File: src/design/oal_pkg.sv
`default_nettype none

package oal_pkg;

    localparam int IDX_W  = 8;
    localparam int CNT_W  = 9;
    localparam int WORD_W = 32;

    typedef enum logic [1:0] {
        K_INSERT = 2'd0,
        K_DELETE = 2'd1,
        K_LOCATE = 2'd2,
        K_READ   = 2'd3
    } t_kind;

    typedef enum logic [2:0] {
        ST_OK       = 3'd0,
        ST_FULL     = 3'd1,
        ST_EMPTY    = 3'd2,
        ST_BADPOS   = 3'd3,
        ST_NOTFOUND = 3'd4
    } t_status;

    typedef enum logic [1:0] {
        OP_HOLD   = 2'd0,
        OP_INSERT = 2'd1,
        OP_DELETE = 2'd2
    } t_cell_op;

    // broadcast from the control to every cell of the row
    typedef struct packed {
        t_cell_op           op;
        logic               probe;
        logic [IDX_W-1:0]   idx;
        logic [CNT_W-1:0]   count;
        logic [WORD_W-1:0]  value;
    } t_cell_ctl;

endpackage

`default_nettype wire

File: src/design/oal_cell.sv
`default_nettype none

module oal_cell
    import oal_pkg::*;
#(
    parameter int IDX = 0
) (
    input  wire logic              i_clk,
    input  wire t_cell_ctl         i_ctl,
    input  wire logic [WORD_W-1:0] i_left,
    input  wire logic [WORD_W-1:0] i_right,
    output logic [WORD_W-1:0]      o_data,
    output logic                   o_hit,
    output logic [WORD_W-1:0]      o_pick
);

    localparam logic [IDX_W-1:0] L_IDX = IDX_W'(IDX);

    logic [WORD_W-1:0] r_data;
    logic              r_hit;
    logic [WORD_W-1:0] r_pick;

    always_ff @(posedge i_clk) begin
        case (i_ctl.op)
            OP_INSERT: begin
                if (L_IDX > i_ctl.idx) begin
                    r_data <= i_left;
                end else if (L_IDX == i_ctl.idx) begin
                    r_data <= i_ctl.value;
                end
            end
            OP_DELETE: begin
                if (L_IDX >= i_ctl.idx) begin
                    r_data <= i_right;
                end
            end
            default: begin
            end
        endcase
        // compare and select run on the contents before this request
        if (i_ctl.probe) begin
            r_hit  <= (r_data == i_ctl.value) && ({1'b0, L_IDX} < i_ctl.count);
            r_pick <= (L_IDX == i_ctl.idx) ? r_data : '0;
        end
    end

    assign o_data = r_data;
    assign o_hit  = r_hit;
    assign o_pick = r_pick;

endmodule

`default_nettype wire

File: src/design/ordered_array_list_core.sv
// a result is registered in the cells when its request is accepted and then in the
// output registers, held back only while the previous result is held under stall
// a new request is taken only back in S_IDLE, after the last result is loaded; the row
// of cells shifts and compares all entries in the accept cycle, S_EVAL merges the outputs
// reset: clears the entry count and all handshake state; entries are not cleared
`default_nettype none

module ordered_array_list_core
    import oal_pkg::*;
#(
    parameter int DEPTH = 16
) (
    input  wire logic        i_clk,
    input  wire logic        i_rst_n,
    input  wire logic        i_in_valid,
    output logic             o_in_stall,
    input  wire logic [1:0]  i_kind,
    input  wire logic [7:0]  i_position,
    input  wire logic [31:0] i_value,
    output logic             o_out_valid,
    input  wire logic        i_out_stall,
    output logic [2:0]       o_status,
    output logic [3:0]       o_found_index,
    output logic [31:0]      o_read_value,
    output logic [4:0]       o_count
);

    localparam logic [CNT_W-1:0] L_DEPTH = CNT_W'(DEPTH);

    typedef enum logic [1:0] {
        S_IDLE = 2'b01,
        S_EVAL = 2'b10
    } t_state;

    t_state            r_state, n_state;
    logic [CNT_W-1:0]  r_count, n_count;
    t_kind             r_kind;
    t_status           r_pre_status, n_pre_status;
    logic [4:0]        r_res_count;
    logic              r_out_valid;
    logic [2:0]        r_status;
    logic [3:0]        r_found_index;
    logic [31:0]       r_read_value;
    logic [4:0]        r_o_count;

    t_cell_ctl         w_ctl;
    logic [CNT_W-1:0]  w_pos;
    logic              w_accept;
    logic              w_load;
    logic              w_any;
    logic [IDX_W-1:0]  w_first;
    logic [WORD_W-1:0] w_pick_or;
    t_status           w_status;

    logic [WORD_W-1:0] w_data [DEPTH];
    logic [WORD_W-1:0] w_pick [DEPTH];
    logic [DEPTH-1:0]  w_hit;

    assign w_accept   = i_in_valid && (r_state == S_IDLE);
    assign o_in_stall = (r_state != S_IDLE);
    assign w_pos      = {1'b0, i_position};

    // request check against the count held before the request
    always_comb begin
        n_pre_status = ST_OK;
        n_count      = r_count;
        w_ctl.op     = OP_HOLD;
        w_ctl.probe  = w_accept;
        w_ctl.idx    = i_position - 8'd1;
        w_ctl.count  = r_count;
        w_ctl.value  = i_value;
        case (t_kind'(i_kind))
            K_INSERT: begin
                if (r_count >= L_DEPTH) begin
                    n_pre_status = ST_FULL;
                end else if (i_position == 8'd0 || w_pos > r_count + 1'b1) begin
                    n_pre_status = ST_BADPOS;
                end else begin
                    w_ctl.op = w_accept ? OP_INSERT : OP_HOLD;
                    n_count  = r_count + 1'b1;
                end
            end
            K_DELETE: begin
                if (r_count == '0) begin
                    n_pre_status = ST_EMPTY;
                end else if (i_position == 8'd0 || w_pos > r_count) begin
                    n_pre_status = ST_BADPOS;
                end else begin
                    w_ctl.op = w_accept ? OP_DELETE : OP_HOLD;
                    n_count  = r_count - 1'b1;
                end
            end
            K_READ: begin
                if (i_position == 8'd0 || w_pos > r_count) begin
                    n_pre_status = ST_BADPOS;
                end
            end
            default: begin
            end
        endcase
    end

    genvar g;
    generate
        for (g = 0; g < DEPTH; g++) begin : g_cell
            logic [WORD_W-1:0] w_left;
            logic [WORD_W-1:0] w_right;
            if (g == 0) begin : g_first
                assign w_left = i_value;
            end else begin : g_mid
                assign w_left = w_data[g-1];
            end
            if (g == DEPTH - 1) begin : g_last
                assign w_right = w_data[g];
            end else begin : g_inner
                assign w_right = w_data[g+1];
            end
            oal_cell #(
                .IDX (g)
            ) u_cell (
                .i_clk   (i_clk),
                .i_ctl   (w_ctl),
                .i_left  (w_left),
                .i_right (w_right),
                .o_data  (w_data[g]),
                .o_hit   (w_hit[g]),
                .o_pick  (w_pick[g])
            );
        end
    endgenerate

    // merge the registered cell outputs
    always_comb begin
        w_any     = 1'b0;
        w_first   = '0;
        w_pick_or = '0;
        for (int k = DEPTH - 1; k >= 0; k--) begin
            if (w_hit[k]) begin
                w_any   = 1'b1;
                w_first = IDX_W'(k);
            end
        end
        for (int k = 0; k < DEPTH; k++) begin
            w_pick_or = w_pick_or | w_pick[k];
        end
        w_status = r_pre_status;
        if (r_kind == K_LOCATE && !w_any) begin
            w_status = ST_NOTFOUND;
        end
    end

    assign w_load = (r_state == S_EVAL) && (!r_out_valid || !i_out_stall);

    always_comb begin
        n_state = r_state;
        case (r_state)
            S_IDLE: if (w_accept) n_state = S_EVAL;
            S_EVAL: if (w_load) n_state = S_IDLE;
            default: n_state = S_IDLE;
        endcase
    end

    always_ff @(posedge i_clk) begin
        if (!i_rst_n) begin
            r_state     <= S_IDLE;
            r_count     <= '0;
            r_out_valid <= 1'b0;
        end else begin
            r_state <= n_state;
            if (w_accept) begin
                r_count <= n_count;
            end
            if (w_load) begin
                r_out_valid <= 1'b1;
            end else if (!i_out_stall) begin
                r_out_valid <= 1'b0;
            end
        end
    end

    always_ff @(posedge i_clk) begin
        if (w_accept) begin
            r_kind       <= t_kind'(i_kind);
            r_pre_status <= n_pre_status;
            r_res_count  <= n_count[4:0];
        end
        if (w_load) begin
            r_status      <= w_status;
            r_found_index <= (r_kind == K_LOCATE && w_any) ? w_first[3:0] : 4'd0;
            r_read_value  <= (r_kind == K_READ && r_pre_status == ST_OK) ? w_pick_or : '0;
            r_o_count     <= r_res_count;
        end
    end

    assign o_out_valid   = r_out_valid;
    assign o_status      = r_status;
    assign o_found_index = r_found_index;
    assign o_read_value  = r_read_value;
    assign o_count       = r_o_count;

endmodule

`default_nettype wire

File: config.mk
export PLATFORM = sky130hd
export DESIGN_NAME = ordered_array_list_core
export DESIGN_NICKNAME = d
export VERILOG_FILES = /design/src/design/oal_pkg.sv /design/src/design/oal_cell.sv /design/src/design/ordered_array_list_core.sv
export SDC_FILE = /design/constraint.sdc
export NUM_CORES = 2
export LEC_CHECK = 0
export ABC_AREA = 1
export BUFFER_PORTS_ARGS = -buffer_cell sky130_fd_sc_hd__clkbuf_2
export CORE_ASPECT_RATIO = 1.25
export CORE_MARGIN = 5
export CORE_UTILIZATION = 45
export CTS_BUF_LIST = sky130_fd_sc_hd__clkbuf_16
export DETAILED_ROUTE_END_ITERATION = 10
export PLACE_DENSITY = 0.6
export RECOVER_POWER = 50
export SLEW_MARGIN = 40
export SYNTH_ARGS = -nofsm -noshare
export SYNTH_HDL_FRONTEND = slang
export SYNTH_HIERARCHICAL = 1
export SYNTH_SLANG_ARGS = --single-unit
File: constraint.sdc
create_clock -name i_clk -period 29.3 [get_ports i_clk]
set_clock_uncertainty 0.2 [all_clocks]
set_input_delay 5.86 -clock i_clk [delete_from_list [all_inputs] [get_ports i_clk]]
set_output_delay 5.86 -clock i_clk [all_outputs]
set_load 0.01 [all_outputs]
==> metrics.txt <==
outcome=finished, violations left; failing checks=capacitance limit, slew limit; TNS Setup=0 ns; Global Route Usage Sum=33.3%; Root Driver=clkbuf_16; Final Setup Violations=0; Hold WC Path Type=register to register; Sink Count=1105; setup bufs post-CTS=0; Post-CTS Hold Buffers=0; First-pass DRT Iterations=7; clock buffer count from CTS=118; GRT overflow=0; post-DR wirelength/cell=26.3 microns; crit path kind=input port to register; register area share after synthesis=52.7%; global-route wire length before repair=354000 microns; clk buf depth=3; Rows=153; net count after synthesis=7629; Post-synth top flop=edfxtp_1; Synth Area per Inst=8.30 sq um; Routed Antenna Nets=0; vias in the first global route=50137; switching share of power=26.0%; drt total wl=251000 microns; crit-path most repeated cell=clkbuf_1; fraction of layout cells with a size suffix above 1=8.97%; PostCTS Resize Cnt=0; Final Non-Filler Cells=9567; Leakage=30.7 nW; Slew Viols, Final=1292; Slew headroom=-300%; Sw Pwr=0.000972 W; fin area=0.0688 sq mm; Top Family by Delay on Critical Path=buffers and inverters; Die X=344 microns; Tmin final=18.41 ns; Yosys reg bits=1105; peak supply drop=0.0000426 V; nets=7670; Sequential Power Share=48.7%; initial core utilization=45.2%; total number of vias=54612; dpl cells=9341; Design Power=0.00374 W; largest net degree at the start of global routing=140; synthesized area=0.0627 sq mm; WHS=0.222 ns; worst-margin pin slew=6.00 ns; area delta synth->final=9.59%; P per Cell Area=54.3 mW/mm^2; RSZ-0062 raised after global routing=false; max frequency=0.0543 GHz; Synthesis Warnings=6; core area=0.139 sq mm; Port Buffers=91; DRT iter0 DRCs=8224; number of synthesized flops with an enable pin=1093; dpl cell area=0.0653 sq mm; fin crit share=62.8%; combinational power share=10.2%; Crit path required time=29.34 ns; die area=0.147 sq mm; H-tree levels=3; Max Cap Violations=32; Post-Syn Instances=7564; chip height=427 microns; Clock Power Share=41.2%; CP max-delay cell=clkbuf_1; initial antenna violation count=14; I/O pin count=92; Critical Path Sink Type=register; Worst-Skew Late Latency=0.77 ns; placer congestion estimate=0.969; DRC Markers=0; Worst Path Max Fanout=95; Post-DP HPWL=186000 microns; P_int=0.00276 W; CP Cell Sequence=clkbuf_2 -> nand2_1 -> clkinvlp_2 -> clkbuf_1 -> clkbuf_1 -> clkbuf_1; Synth async-reset ratio=0%; Worst setup SP type=input port; final hold vios=0; Worst path max stage delay=4.29 ns; Cell variety after synth=69; clk slew on worst S/H paths=0.06 ns; critical path arrival=18.46 ns; Vias/cell=5.71; TritonCTS clock tree=yes; fillers=13453; worst path bufs/invs=5
==> final timing paths <==
kind                   from                            to  slack (ns)  cells after the start
min          r_res_count[0]                    o_count[0]        0.22                      0
min reg2reg  r_res_count[0]                    o_count[0]        0.22                      0
max              i_in_valid  g_cell[15].u_cell/o_pick[11]       10.89                      6
max reg2reg      r_state[0]  g_cell[15].u_cell/o_pick[11]       15.43                      7
==> state kept, by name (all words and copies together), names as in the netlist <==
name and flops:
r_state 2, o_out_valid 1, r_res_count 5, g_cell.u_cell/o_pick 512, g_cell.u_cell/o_hit 16, g_cell.u_cell/o_data 512, r_pre_status 2, r_count 9
o_count 5, r_kind 2, o_found_index 4, o_read_value 32, o_status 3
==> metal layers <==
layer  track usage (%)  wire (microns)
met3              5.14           25600
met5                 0              46
met1              46.5          101000
met2              51.6          111000
met4              14.9           13000
==> power by group through the flow <==
stage / combinational, W / clock [W] / sequential [W]
global placement: 0.000366 / 0 / 0.00184
detailed placement: 0.000373 / 0 / 0.00185
CTS: 0.000375 / 0.00156 / 0.00181
global route: 0.000409 / 0.00162 / 0.00182
finish: 0.000379 / 0.00154 / 0.00182
floorplan: 0.000223 / 0 / 0.00186
==> cell type report <==
cell class | instances | area, sq um | area share (%)
multi-input cells | 5032 | 23900 | 34.7
clock inverters | 99 | 893 | 1.30
inverters | 1125 | 4230 | 6.15
flip-flops and latches | 1105 | 33100 | 48.1
clock buffers | 119 | 2980 | 4.33
diodes | 4 | 10.0 | 0.0146
repair buffers | 223 | 1370 | 2.00
well taps | 1860 | 2330 | 3.38
==> cell families after synthesis <==
kind of cell,Yosys count,share of synthesized area [%]
buffers and inverters,1427,9.62
multiplexers,10,0.197
flip-flops,1105,52.7
XOR/XNOR,98,1.37
AO/OA/AOI/OAI,646,6.39
AND/OR/NAND/NOR,4259,29.4
adder cells (fa/ha/maj),19,0.379
==> synthesized netlist by cell type, types with 84 or more instances <==
cell type     n  area [sq um]
a21oi_1      96           480
o21ai_0     145           726
nor2_2      112           701
nor2_1     1115          4190
o21ai_1      84           420
a31oi_1     213          1330
nor4_1      132           826
nand4_1     109           682
clkbuf_1    121           454
inv_1      1064          3990
buf_2        89           445
nand3_1     452          2260
nand2_1    2102          7890
edfxtp_1   1093         32800
==> cells in the final DEF (no fill, tap or decap), types with 94 or more instances in the layout <==
cell          n
nand4_1     111
clkbuf_16   119
nand2_1    2101
buf_4        94
inv_1      1093
nor2_1     1117
nor2_2      110
o21ai_0     145
edfxtp_1   1093
nand3_1     457
a31oi_1     213
nor4_1       98
==> per-stage QoR <==
step	util (%)	setup slack, ns
2_1_floorplan	-	11.83
3_3_place_gp	46.7	18.81
3_5_place_dp	47.0	18.79
4_1_cts	49.8	19.58
5_1_grt	49.5	10.34
6_report	49.5	10.89
Power figures use the tool's default switching activity.
